## src/design/page_free_list_allocator_macros.svh

```systemverilog
// ---------------------------------------------------------------------------
// Page free list allocator - assertion macros
// Shorthand for clocked checks, all disabled while rst_n is low.
// ---------------------------------------------------------------------------
`ifndef PAGE_FREE_LIST_ALLOCATOR_MACROS_SVH
`define PAGE_FREE_LIST_ALLOCATOR_MACROS_SVH

// same-cycle implication
`define PFLA_ASSERT_IMP(lbl, ante, cons, msg) \
    lbl: assert property (@(posedge clk) disable iff (!rst_n) (ante) |-> (cons)) \
        else $error(msg);

// next-cycle implication
`define PFLA_ASSERT_NXT(lbl, ante, cons, msg) \
    lbl: assert property (@(posedge clk) disable iff (!rst_n) (ante) |=> (cons)) \
        else $error(msg);

`endif

```

## src/design/pfla_pkg.sv

```systemverilog
// ---------------------------------------------------------------------------
// Page free list allocator - package
// Sizes, codes and the controller/datapath interface types.
// ---------------------------------------------------------------------------
`default_nettype none

package pfla_pkg;

    localparam int unsigned PAGE_COUNT     = 128;
    localparam int unsigned PAGES_PER_PROC = 4;

    localparam int unsigned ADDR_W = $clog2(PAGE_COUNT);       // page address
    localparam int unsigned LINK_W = $clog2(PAGE_COUNT + 1);   // link, incl. null
    localparam int unsigned CNT_W  = $clog2(PAGE_COUNT + 1);   // free count
    localparam int unsigned WALK_W = $clog2(PAGE_COUNT + 1);   // walk step count
    localparam int unsigned BUF_W  = (PAGES_PER_PROC > 1) ? $clog2(PAGES_PER_PROC) : 1;

    localparam logic [LINK_W-1:0] NULL_LINK = LINK_W'(PAGE_COUNT);

    typedef enum logic {
        REQ_ALLOC   = 1'b0,
        REQ_RELEASE = 1'b1
    } req_type_t;

    typedef enum logic {
        ST_DONE    = 1'b0,
        ST_REFUSED = 1'b1
    } status_t;

    typedef enum logic [2:0] {
        S_INIT,
        S_IDLE,
        S_A_WALK,
        S_A_EMIT,
        S_R_WALK,
        S_ACK,
        S_REFUSE
    } state_t;

    typedef struct packed {
        logic clr_step;
        logic alloc_start;
        logic alloc_step;
        logic alloc_commit;
        logic rel_start;
        logic rel_step;
        logic rel_commit;
        logic out_page;
        logic out_ack;
        logic out_refuse;
    } pfla_cmd_t;

    typedef struct packed {
        logic clr_last;
        logic free_low;
        logic head_ok;
        logic chain_ok;
        logic link_ok;
        logic walk_done;
        logic walk_limit;
        logic emit_last;
    } pfla_stat_t;

endpackage

`default_nettype wire

```

## src/design/pfla_ram.sv

```systemverilog
// ---------------------------------------------------------------------------
// Page free list allocator - generic RAM
// One write port, one read port, registered read data.
// ---------------------------------------------------------------------------
`default_nettype none

module pfla_ram #(
    parameter int unsigned WIDTH = 8,
    parameter int unsigned DEPTH = 128
) (
    input  wire logic                     clk,
    input  wire logic                     we,
    input  wire logic [$clog2(DEPTH)-1:0] waddr,
    input  wire logic [WIDTH-1:0]         wdata,
    input  wire logic [$clog2(DEPTH)-1:0] raddr,
    output logic      [WIDTH-1:0]         rdata
);

    logic [WIDTH-1:0] mem_reg [DEPTH];
    logic [WIDTH-1:0] rdata_reg;

    always_ff @(posedge clk)
    begin
        if (we)
        begin
            mem_reg[waddr] <= wdata;
        end
        rdata_reg <= mem_reg[raddr];
    end

    assign rdata = rdata_reg;

endmodule

`default_nettype wire

```

## src/design/pfla_datapath.sv

```systemverilog
// ---------------------------------------------------------------------------
// Page free list allocator - datapath
// Link memory, free head and count, walk counter, page buffer, result regs.
// ---------------------------------------------------------------------------
`default_nettype none

module pfla_datapath
    import pfla_pkg::*;
(
    input  wire logic              clk,
    input  wire logic              rst_n,
    input  wire logic [ADDR_W-1:0] chain_head,
    input  wire pfla_cmd_t         cmd,
    output pfla_stat_t             stat,
    output logic                   done,
    output logic                   status,
    output logic      [ADDR_W-1:0] page_addr,
    output logic      [CNT_W-1:0]  free_count,
    output logic                   last
);

    logic [ADDR_W-1:0] clr_idx_reg;
    logic [LINK_W-1:0] free_head_reg;
    logic [CNT_W-1:0]  free_count_reg;
    logic [WALK_W-1:0] walk_cnt_reg;
    logic [ADDR_W-1:0] prev_reg;
    logic [ADDR_W-1:0] rel_head_reg;
    logic [BUF_W-1:0]  emit_idx_reg;
    logic [ADDR_W-1:0] page_buf_reg [PAGES_PER_PROC];

    logic              done_reg;
    logic              status_reg;
    logic [ADDR_W-1:0] page_addr_reg;
    logic [CNT_W-1:0]  free_count_out_reg;
    logic              last_reg;

    logic              ram_we;
    logic [ADDR_W-1:0] ram_waddr;
    logic [LINK_W-1:0] ram_wdata;
    logic [ADDR_W-1:0] ram_raddr;
    logic [LINK_W-1:0] ram_rdata;
    logic [CNT_W:0]    count_sum;
    logic [CNT_W-1:0]  count_sat;

    pfla_ram #(
        .WIDTH (LINK_W),
        .DEPTH (PAGE_COUNT)
    ) u_link_ram (
        .clk   (clk),
        .we    (ram_we),
        .waddr (ram_waddr),
        .wdata (ram_wdata),
        .raddr (ram_raddr),
        .rdata (ram_rdata)
    );

    // read data is always the link of the page addressed in the previous cycle
    always_comb
    begin
        ram_raddr = ram_rdata[ADDR_W-1:0];
        if (cmd.alloc_start)
        begin
            ram_raddr = free_head_reg[ADDR_W-1:0];
        end
        else if (cmd.rel_start)
        begin
            ram_raddr = chain_head;
        end

        ram_we    = 1'b0;
        ram_waddr = clr_idx_reg;
        ram_wdata = LINK_W'(clr_idx_reg) + LINK_W'(1);
        if (cmd.clr_step)
        begin
            ram_we = 1'b1;
        end
        else if (cmd.alloc_commit)
        begin
            ram_we    = 1'b1;
            ram_waddr = page_buf_reg[PAGES_PER_PROC-1];
            ram_wdata = NULL_LINK;
        end
        else if (cmd.rel_commit)
        begin
            ram_we    = 1'b1;
            ram_waddr = prev_reg;
            ram_wdata = free_head_reg;
        end

        count_sum = {1'b0, free_count_reg} + (CNT_W+1)'(PAGES_PER_PROC);
        count_sat = (count_sum > (CNT_W+1)'(PAGE_COUNT)) ? CNT_W'(PAGE_COUNT)
                                                          : count_sum[CNT_W-1:0];
    end

    always_comb
    begin
        stat.clr_last   = (clr_idx_reg == ADDR_W'(PAGE_COUNT - 1));
        stat.free_low   = (free_count_reg < CNT_W'(PAGES_PER_PROC));
        stat.head_ok    = (free_head_reg < NULL_LINK);
        stat.chain_ok   = (LINK_W'(chain_head) < NULL_LINK);
        stat.link_ok    = (ram_rdata < NULL_LINK);
        stat.walk_done  = (walk_cnt_reg == WALK_W'(PAGES_PER_PROC));
        stat.walk_limit = (walk_cnt_reg == WALK_W'(PAGE_COUNT));
        stat.emit_last  = (emit_idx_reg == BUF_W'(PAGES_PER_PROC - 1));
    end

    always_ff @(posedge clk or negedge rst_n)
    begin
        if (!rst_n)
        begin
            clr_idx_reg    <= '0;
            free_head_reg  <= '0;
            free_count_reg <= CNT_W'(PAGE_COUNT);
            walk_cnt_reg   <= '0;
            emit_idx_reg   <= '0;
            done_reg       <= 1'b0;
        end
        else
        begin
            if (cmd.clr_step)
            begin
                clr_idx_reg <= clr_idx_reg + ADDR_W'(1);
            end
            if (cmd.alloc_start || cmd.rel_start)
            begin
                walk_cnt_reg <= WALK_W'(1);
            end
            else if (cmd.alloc_step || cmd.rel_step)
            begin
                walk_cnt_reg <= walk_cnt_reg + WALK_W'(1);
            end
            if (cmd.alloc_commit)
            begin
                free_head_reg  <= ram_rdata;
                free_count_reg <= free_count_reg - CNT_W'(PAGES_PER_PROC);
                emit_idx_reg   <= '0;
            end
            else if (cmd.rel_commit)
            begin
                free_head_reg  <= LINK_W'(rel_head_reg);
                free_count_reg <= count_sat;
            end
            if (cmd.out_page)
            begin
                emit_idx_reg <= emit_idx_reg + BUF_W'(1);
            end
            done_reg <= cmd.out_page || cmd.out_ack || cmd.out_refuse;
        end
    end

    // payload registers
    always_ff @(posedge clk)
    begin
        if (cmd.alloc_start)
        begin
            page_buf_reg[0] <= free_head_reg[ADDR_W-1:0];
        end
        else if (cmd.alloc_step)
        begin
            page_buf_reg[walk_cnt_reg[BUF_W-1:0]] <= ram_rdata[ADDR_W-1:0];
        end
        if (cmd.rel_start)
        begin
            rel_head_reg <= chain_head;
            prev_reg     <= chain_head;
        end
        else if (cmd.rel_step)
        begin
            prev_reg <= ram_rdata[ADDR_W-1:0];
        end

        if (cmd.out_page)
        begin
            status_reg    <= ST_DONE;
            page_addr_reg <= page_buf_reg[emit_idx_reg];
            last_reg      <= stat.emit_last;
        end
        else
        begin
            status_reg    <= cmd.out_refuse ? ST_REFUSED : ST_DONE;
            page_addr_reg <= '0;
            last_reg      <= 1'b1;
        end
        free_count_out_reg <= free_count_reg;
    end

    assign done       = done_reg;
    assign status     = status_reg;
    assign page_addr  = page_addr_reg;
    assign free_count = free_count_out_reg;
    assign last       = last_reg;

endmodule

`default_nettype wire

```

## src/design/pfla_ctrl.sv

```systemverilog
// ---------------------------------------------------------------------------
// Page free list allocator - controller
// Sequences the clearing pass, list walks, splices and result requests.
// ---------------------------------------------------------------------------
`default_nettype none

module pfla_ctrl
    import pfla_pkg::*;
(
    input  wire logic       clk,
    input  wire logic       rst_n,
    input  wire logic       start,
    input  wire logic       req_type,
    input  wire pfla_stat_t stat,
    output pfla_cmd_t       cmd,
    output logic            busy
);

    state_t state_reg;
    state_t state_next;

    always_ff @(posedge clk or negedge rst_n)
    begin
        if (!rst_n)
        begin
            state_reg <= S_INIT;
        end
        else
        begin
            state_reg <= state_next;
        end
    end

    always_comb
    begin
        state_next = state_reg;
        cmd        = '0;
        unique case (state_reg)
            S_INIT:
            begin
                cmd.clr_step = 1'b1;
                if (stat.clr_last)
                begin
                    state_next = S_IDLE;
                end
            end
            S_IDLE:
            begin
                if (start)
                begin
                    if (req_type == REQ_ALLOC)
                    begin
                        if (stat.free_low || !stat.head_ok)
                        begin
                            state_next = S_REFUSE;
                        end
                        else
                        begin
                            cmd.alloc_start = 1'b1;
                            state_next      = S_A_WALK;
                        end
                    end
                    else if (!stat.chain_ok)
                    begin
                        state_next = S_ACK;
                    end
                    else
                    begin
                        cmd.rel_start = 1'b1;
                        state_next    = S_R_WALK;
                    end
                end
            end
            S_A_WALK:
            begin
                // link of the last taken page becomes the new free head
                if (stat.walk_done)
                begin
                    cmd.alloc_commit = 1'b1;
                    state_next       = S_A_EMIT;
                end
                else if (!stat.link_ok)
                begin
                    state_next = S_REFUSE;
                end
                else
                begin
                    cmd.alloc_step = 1'b1;
                end
            end
            S_A_EMIT:
            begin
                cmd.out_page = 1'b1;
                if (stat.emit_last)
                begin
                    state_next = S_IDLE;
                end
            end
            S_R_WALK:
            begin
                if (!stat.link_ok)
                begin
                    cmd.rel_commit = 1'b1;
                    state_next     = S_ACK;
                end
                else if (stat.walk_limit)
                begin
                    state_next = S_ACK;   // no end found: left untouched
                end
                else
                begin
                    cmd.rel_step = 1'b1;
                end
            end
            S_ACK:
            begin
                cmd.out_ack = 1'b1;
                state_next  = S_IDLE;
            end
            S_REFUSE:
            begin
                cmd.out_refuse = 1'b1;
                state_next     = S_IDLE;
            end
            default:
            begin
                state_next = S_INIT;
            end
        endcase
    end

    assign busy = (state_reg != S_IDLE);

endmodule

`default_nettype wire

```

## src/design/page_free_list_allocator.sv

```systemverilog
// ---------------------------------------------------------------------------
// Page free list allocator - top level
// Linked free list of physical pages with allocate and release requests.
// ---------------------------------------------------------------------------
// A request is taken when start is high and busy is low. Results appear on
// the result ports for one cycle each, marked by done, and cannot be held
// off. After reset the link memory is initialised with busy high. The link
// memory is read once per cycle, so an allocate or release walks its list
// one link per read; the page results of an allocate come on consecutive
// cycles. An allocate is refused on the free count, on an empty list, or
// part way down the list when a link read finds no page. A release whose
// chain has no end is dropped after PAGE_COUNT reads. Each result shows in
// the cycle after it is produced.
`default_nettype none

`include "page_free_list_allocator_macros.svh"

module page_free_list_allocator
    import pfla_pkg::*;
(
    input  wire logic              clk,
    input  wire logic              rst_n,
    input  wire logic              start,
    output logic                   busy,
    input  wire logic              req_type,
    input  wire logic [ADDR_W-1:0] chain_head,
    output logic                   done,
    output logic                   status,
    output logic      [ADDR_W-1:0] page_addr,
    output logic      [CNT_W-1:0]  free_count,
    output logic                   last
);

    pfla_cmd_t  cmd;
    pfla_stat_t stat;

    pfla_ctrl u_ctrl (
        .clk      (clk),
        .rst_n    (rst_n),
        .start    (start),
        .req_type (req_type),
        .stat     (stat),
        .cmd      (cmd),
        .busy     (busy)
    );

    pfla_datapath u_dp (
        .clk        (clk),
        .rst_n      (rst_n),
        .chain_head (chain_head),
        .cmd        (cmd),
        .stat       (stat),
        .done       (done),
        .status     (status),
        .page_addr  (page_addr),
        .free_count (free_count),
        .last       (last)
    );

    `PFLA_ASSERT_NXT(a_accept_busy, start && !busy, busy, "accepted request did not set busy")
    `PFLA_ASSERT_NXT(a_pages_burst, done && !last, done, "gap inside an allocate burst")
    `PFLA_ASSERT_IMP(a_refuse_form, done && status, last && (page_addr == '0), "bad refusal")
    `PFLA_ASSERT_IMP(a_count_range, done, free_count <= CNT_W'(PAGE_COUNT), "count overflow")

endmodule

`default_nettype wire

```

## config.mk

```make
export PLATFORM = sky130hd
export DESIGN_NAME = page_free_list_allocator
export DESIGN_NICKNAME = d
export VERILOG_FILES = /design/src/design/pfla_pkg.sv /design/src/design/pfla_ram.sv /design/src/design/pfla_datapath.sv /design/src/design/pfla_ctrl.sv /design/src/design/page_free_list_allocator.sv
export VERILOG_INCLUDE_DIRS = /design/src /design/src/design
export SDC_FILE = /design/constraint.sdc
export NUM_CORES = 2
export LEC_CHECK = 0
export BUFFER_PORTS_ARGS = -buffer_cell sky130_fd_sc_hd__buf_2
export CAP_MARGIN = 30
export CORE_AREA = 2 2 291 322
export DETAILED_ROUTE_END_ITERATION = 7
export DIE_AREA = 0 0 293 324
export SLEW_MARGIN = 20
export SYNTH_ARGS = -nofsm -noshare
export SYNTH_HDL_FRONTEND = slang
export SYNTH_SLANG_ARGS = --single-unit
```

## constraint.sdc

```tcl
create_clock -name clk -period 15.22 [get_ports clk]
set_clock_uncertainty 0.05 [all_clocks]
set_input_delay 1.522 -clock clk [delete_from_list [all_inputs] [get_ports clk]]
set_output_delay 1.522 -clock clk [all_outputs]
set_load 0.02 [all_outputs]
```

Word-level counts from Yosys, hierarchy flattened
Memories as Yosys holds them, arrays and structs flattened. A register that Yosys moved wholly into a read port is not among the register bits.
Cells that the tools add are included.
{"block": "word_totals", "reg_bits": 61, "ram_bits": 1052, "output_inout_bits": 19, "memories": 2}
{"block": "classes", "addsub": 6, "magnitude_cmp": 4, "n_eq_ne": 16, "muxes": 62, "reduce_logical": 15}
{"name": "u_dp.u_link_ram.mem_reg", "words": 128, "width": 8, "read_ports": 1, "rd_clocked_by_memory_dff": 1, "wr": 1, "line": "pfla_ram.sv:19", "rtl": "logic [WIDTH-1:0] mem_reg [DEPTH];"}
{"name": "u_dp.page_buf_reg", "words": 4, "width": 7, "read_ports": 2, "rd_clocked_by_memory_dff": 1, "wr": 1, "line": "pfla_datapath.sv:29", "rtl": "logic [ADDR_W-1:0] page_buf_reg [PAGES_PER_PROC];"}
{"operator": "2-to-1 mux 8 bit", "count": 10}
{"operator": "2-to-1 mux 7 bit", "count": 8}
{"operator": "2-to-1 mux 1 bit", "count": 29}
{"operator": "2-to-1 mux 3 bit", "count": 9}
{"operator": "one-hot mux 3 bit (6 select lines)", "count": 1}
{"operator": "< comparator 8 bit, second input constant", "count": 2}
{"operator": "2-to-1 mux 2 bit", "count": 5}
{"operator": "adder 8 x 3 -> 9 bit, second input constant", "count": 1}
{"operator": "equality test 3 bit, second input constant", "count": 3}
{"operator": "> comparator 9 x 8 -> 1 bit, second input constant", "count": 1}
{"operator": "adder 7 x 1 -> 8 bit, second input constant", "count": 1}
{"operator": "adder 8 x 1 -> 8 bit, second input constant", "count": 1}
{"operator": "equality test 8 x 3 -> 1 bit, second input constant", "count": 1}
{"operator": "equality test 8 bit, second input constant", "count": 1}
{"operator": "< comparator 8 x 3 -> 1 bit, second input constant", "count": 1}
{"operator": "nonzero test 2 bit", "count": 4}
{"operator": "subtractor 8 x 3 -> 8 bit, second input constant", "count": 1}
{"operator": "adder 7 x 1 -> 7 bit, second input constant", "count": 1}
{"operator": "equality test 7 bit, second input constant", "count": 1}
{"operator": "OR reduction 7 bit", "count": 1}
{"operator": "equality test 3 x 2 -> 1 bit, second input constant", "count": 2}
{"operator": "!= test 2 bit, second input constant", "count": 3}
{"operator": "!= test 3 bit, second input constant", "count": 2}
{"operator": "logical OR 1 bit", "count": 5}
{"operator": "other kinds (8)", "count": 9}

Longest topological paths before layout
{"block": "logic_depth", "depth_word": 11, "depth_mapped": 16, "mapped_depth_nobuf": 11}

Modules after synthesis
A second synthesis with hierarchy kept.
{"block": "hier_totals", "cells_unflattened": 2050, "area_unflattened_um2": 44341.3}
{"module": "pfla_ram", "n_inst": 1, "cells_each": 1635, "area_each_um2": 39665.5, "seq_area_each_um2": 30909.6}
{"module": "pfla_datapath", "n_inst": 1, "cells_each": 368, "area_each_um2": 4345.4, "seq_area_each_um2": 2363.5}
{"module": "pfla_ctrl", "n_inst": 1, "cells_each": 47, "area_each_um2": 330.3, "seq_area_each_um2": 75.1}

Worst setup path before layout
Ideal clock, no wire load.
{"block": "synth_path", "kind": "reg-to-reg", "from": "register u_dp.walk_cnt_reg[0]", "to": "memory u_dp.u_link_ram.mem_reg[0][3] (data pin)", "setup_time_ns": 1.228, "arrival_ns": 6.737, "required_ns": 13.942, "slack_ns": 7.205, "path_stages_with_launch": 9, "n_path_buf": 2, "synth_period_minus_slack_ns": 8.015, "path_cell_list": "dfrtp_1 -> inv_1 -> ha_1 -> nor4b_1 -> and2_1 -> and3_1 -> clkbuf_1 -> clkbuf_1 -> a211oi_1"}
{"block": "synth_between", "elab_chain_len": 5}
{"element": "start, declared", "line": "pfla_datapath.sv:25", "rtl": "logic [WALK_W-1:0] walk_cnt_reg;"}
{"element": "start signal, assigned", "line": "pfla_datapath.sv:130", "rtl": "walk_cnt_reg <= walk_cnt_reg + WALK_W'(1);"}
{"element": "equality test 8 x 3 -> 1 bit", "line": "pfla_datapath.sv:102", "rtl": "stat.walk_done = (walk_cnt_reg == WALK_W'(PAGES_PER_PROC));"}
{"element": "2-to-1 mux 1 bit", "line": "pfla_ctrl.sv:77", "rtl": "if (stat.walk_done)"}
{"element": "2-to-1 mux 2 bit", "line": "pfla_ctrl.sv:38", "rtl": "unique case (state_reg)"}
{"element": "2-to-1 mux 8 bit", "line": "pfla_datapath.sv:77", "rtl": "else if (cmd.alloc_commit)"}
{"element": "2-to-1 mux 8 bit", "line": "pfla_datapath.sv:73", "rtl": "if (cmd.clr_step)"}
{"element": "net u_dp.ram_wdata[3]", "line": "pfla_datapath.sv:39", "rtl": "logic [LINK_W-1:0] ram_wdata;"}
{"element": "end, declared", "line": "pfla_ram.sv:19"}
The timed path passes the listed nets, and every way through them passes these cells.

Worst setup path after layout
{"block": "layout_path", "from": "register u_dp.free_count_reg[2]", "to": "register u_dp.u_link_ram.rdata_reg[4], in the netlist u_dp.u_link_ram.rdata[4], read port of u_dp.u_link_ram.mem_reg"}
{"block": "layout_between", "elab_chain_len": 7}
{"element": "start, declared", "line": "pfla_datapath.sv:24", "rtl": "logic [CNT_W-1:0] free_count_reg;"}
{"element": "start signal, assigned", "line": "pfla_datapath.sv:113", "rtl": "free_count_reg <= CNT_W'(PAGE_COUNT);"}
{"element": "start signal, assigned", "line": "pfla_datapath.sv:135", "rtl": "free_count_reg <= free_count_reg - CNT_W'(PAGES_PER_PROC);"}
{"element": "start signal, assigned", "line": "pfla_datapath.sv:141", "rtl": "free_count_reg <= count_sat;"}
{"element": "< comparator 8 x 3 -> 1 bit", "line": "pfla_datapath.sv:98", "rtl": "stat.free_low = (free_count_reg < CNT_W'(PAGES_PER_PROC));"}
{"element": "logical OR 1 bit", "line": "pfla_ctrl.sv:53", "rtl": "if (stat.free_low || !stat.head_ok)"}
{"element": "2-to-1 mux 1 bit", "line": "pfla_ctrl.sv:53"}
{"element": "2-to-1 mux 1 bit", "line": "pfla_ctrl.sv:51", "rtl": "if (req_type == REQ_ALLOC)"}
{"element": "2-to-1 mux 1 bit", "line": "pfla_ctrl.sv:49", "rtl": "if (start)"}
{"element": "2-to-1 mux 1 bit", "line": "pfla_ctrl.sv:38"}
{"element": "2-to-1 mux 7 bit", "line": "pfla_datapath.sv:61", "rtl": "if (cmd.alloc_start)"}
{"element": "end, declared", "line": "pfla_ram.sv:20", "rtl": "logic [WIDTH-1:0] rdata_reg;"}
Every way passes these cells.
A chain may end at the register's enable or synchronous reset.

==> reports/metrics.cfg <==
[cells_and_area]
final_cell_mix = 1066 x edfxtp_1, 441 x nand2_1, 270 x a21oi_1
fin_area_mm2 = 0.0506
n_antenna_cell = 0
regArea_mm2 = 0.0333
largest_reg_flops = 1024
layout.nets = 3208
drive_gt1_share_pct = 9.72
synthToLayoutAreaGrowth_pct = 11.2
nFillCells = 7197
layout_commonest_cell = edfxtp_1
multi_input_area_mm2 = 0.0113

[logic_synthesis]
synth-seq-area-share_pct = 73.2
yosys_warnings = 0
synth_edf_count = 1066
syn_avg_cell_area_um2 = 14.3
synth_cell_types = 75
synth_simple_gate_area_share_pct = 8.19
yosys-mux-area-fraction_pct = 5.87
synth_fa_ha_area_share_pct = 0.192
synthFlopType = edfxtp_1
synth_top_family_by_area = compound AO/OA/AOI/OAI gates
synth_area_mm2 = 0.0455
synth_seq_cells = 1124
synth-xor-area-share_pct = 0.327
async_flop_share_pct = 3.11
synth_compound_area_share_pct = 9.88
netlist_instances = 3174

[die]
die_x_um = 293
die_height_um = 324
start_util_pct = 49.6
coreArea_mm2 = 0.0918
io_pins = 30
rows = 117
die-area_mm2 = 0.0949

[power]
power_frac_comb_pct = 40.1
switchingPower_uw = 4600
clkPwrFrac_pct = 23.4
p_int_uw = 6850
total_leakage_power_uw = 0.0175
p_sw_share_pct = 40.2
power_density_mw_per_mm2 = 226
peakVddDrop_v = 0.000231
power_frac_seq_pct = 36.5

[critical_path]
path_depth = 16
crit_path_start_kind = flop
slowest_stage = a211oi_1
cp.arrival_ps = 6340
path_cells = inv_1 > ha_1 > nor4b_1 > a211oi_2 > buf_4 > o31ai_4 > buf_4 > buf_12 > buf_4 > buf_16 > mux2i_1 > o221ai_1 > o22ai_1 > nor3_1 > a211oi_1 > a31oi_1
path_buf_inv = 6
reg2regPathDepth = 16
endpoint_kind = flop
crit_type = reg2reg
path_max_fanout = 139
critPathRequiredTime_ps = 15710
cpMostUsedCell = buf_4
max_stage_delay_ps = 740
crit_family = buffers and inverters

[global_route]
grt_use_met3_pct = 4.25
grt_pass1_vias = 27186
grt_pass1_wl_mm = 182
grt_max_degree = 168
use_met2_pct = 43.6
track_usage_pct = 26.1
antenna_found_initial = 2
overflow = 0
grt-busiest-layer = met2
grt_use_met1_pct = 34.3

[sta]
setup_viol_count_final = 0
worst_pin_slew_ps = 1050
fin_setup_tns_ps = 0
drv_slew = 0
slew-limit-headroom_pct = 30.2
rsz0062_at_grt = no
finalHoldViolations = 0
fin_crit_sh_pct = 38.5
max_freq_mhz = 171
period_needed_ps = 5850
finalHoldWorstSlack_ps = 412

[clock_tree]
cts.htree.levels = 3
clk_latency_ps = 690
cts_sinks = 1124
hold_buffers = 0
cts_tree = done
root_buffer = clkbuf_16
postCtsResizedCells = 0
cts_setup_buffers = 0
numCtsBuffers = 109
clk_transition_reported_paths_ps = 60
clk_path_buf_depth = 3

[placed_design]
gp_congestion = 0.869
port_buffers = 27
hpwl_mm = 75.7
place_area_mm2 = 0.0469

[worst_hold_path]
hp-class = reg2reg
whs_path_depth = 0

[flow_run]
drv_cap = 0

[detailed_routing]
wl_per_cell_um = 27.9
drtPass1Iterations = 7
drt_wl_total_mm = 125
num_vias = 27785
ant_nets = 0
drc_errors = 0
drtIter0Drc = 3465
viasPerCell = 6.21

[run_status]
outcome = finished clean

cells in the mapped netlist, types with 17 or more instances:
cell type,instances,area (um2)
o221ai_1,68,596
dfrtp_1,34,851
nor3_1,55,275
nand2_1,441,1660
o21ai_0,59,295
nand3_1,122,611
mux2i_1,232,2320
a21boi_0,21,158
buf_4,22,165
a22oi_1,74,556
buf_1,17,63.8
inv_1,17,63.8
a31oi_1,30,188
buf_2,81,405
edfxtp_1,1066,32000
nor2_1,183,687
clkbuf_1,60,225
o22ai_1,44,275
a32oi_1,20,175
dfxtp_1,23,460
a21o_1,21,158
a21oi_1,271,1360
worst register-to-register path: stages, from the launching register on:
cell and delay (ps):
dfrtp_1 430, inv_1 140, ha_1 200, nor4b_1 510, a211oi_2 140, buf_4 220
o31ai_4 180, buf_4 620, buf_12 710, buf_4 480, buf_16 310, mux2i_1 290
o221ai_1 210, o22ai_1 250, nor3_1 160, a211oi_1 740, a31oi_1 70
through the flow:
stage,setup slack [ps],cells,power [uW],utilization (%)
after floorplan,7200,3175,7100,-
after global routing,9110,4471,11900,55.1
final,9370,4471,11500,55.1
after CTS,9130,4460,11400,54.9
after detailed placement,8470,4258,8730,51.1
after global placement,8520,4253,8660,51.0
worst paths after layout:
kind / end / startpoint / slack, ps
setup / recovery: u_dp.u_link_ram.rdata[4] / u_dp.free_count_reg[2] / 9370
hold / removal: u_dp.free_count[3] / u_dp.free_count_reg[3] / 410
setup reg to reg: u_dp.u_link_ram.rdata[4] / u_dp.free_count_reg[2] / 9370
hold reg to reg: u_dp.free_count[3] / u_dp.free_count_reg[3] / 410
max in group asynchronous: u_dp.free_count_reg[7] / rst_n / 13970
min in group asynchronous: u_dp.walk_cnt_reg[1] / rst_n / 650
routing by layer:
layer	wire length, um	share of wire [%]
met2	60600	49
met4	5050	4.0
met1	49500	40
met3	9680	7.8
met5	0	0
logic make-up after synthesis:
group / count (synthesis)
buffers and inverters: 209
adder cells (fa/ha/maj): 7
XOR/XNOR: 17
other: 1
flip-flops: 1124
AND/OR/NAND/NOR: 874
multiplexers: 253
AO/OA/AOI/OAI: 689
power groups by stage:
| stage | registers (uW) | logic, uW | clock network, uW |
|---|---|---|---|
| 2_1_floorplan | 4350 | 2750 | 0 |
| 3_3_place_gp | 4240 | 4410 | 0 |
| 3_5_place_dp | 4240 | 4490 | 0 |
| 4_1_cts | 4180 | 4510 | 2710 |
| 5_1_grt | 4190 | 4850 | 2830 |
| 6_report | 4180 | 4600 | 2680 |
cell type report:
cell class,instances,area share [%]
flip-flops and latches,1124,65.9
clock inverters,74,1.40
multi-input cells,1842,22.4
well taps,1190,2.94
repair buffers,96,1.72
clock buffers,128,5.53
inverters,17,0.126
(Power assumes the default switching activity.)
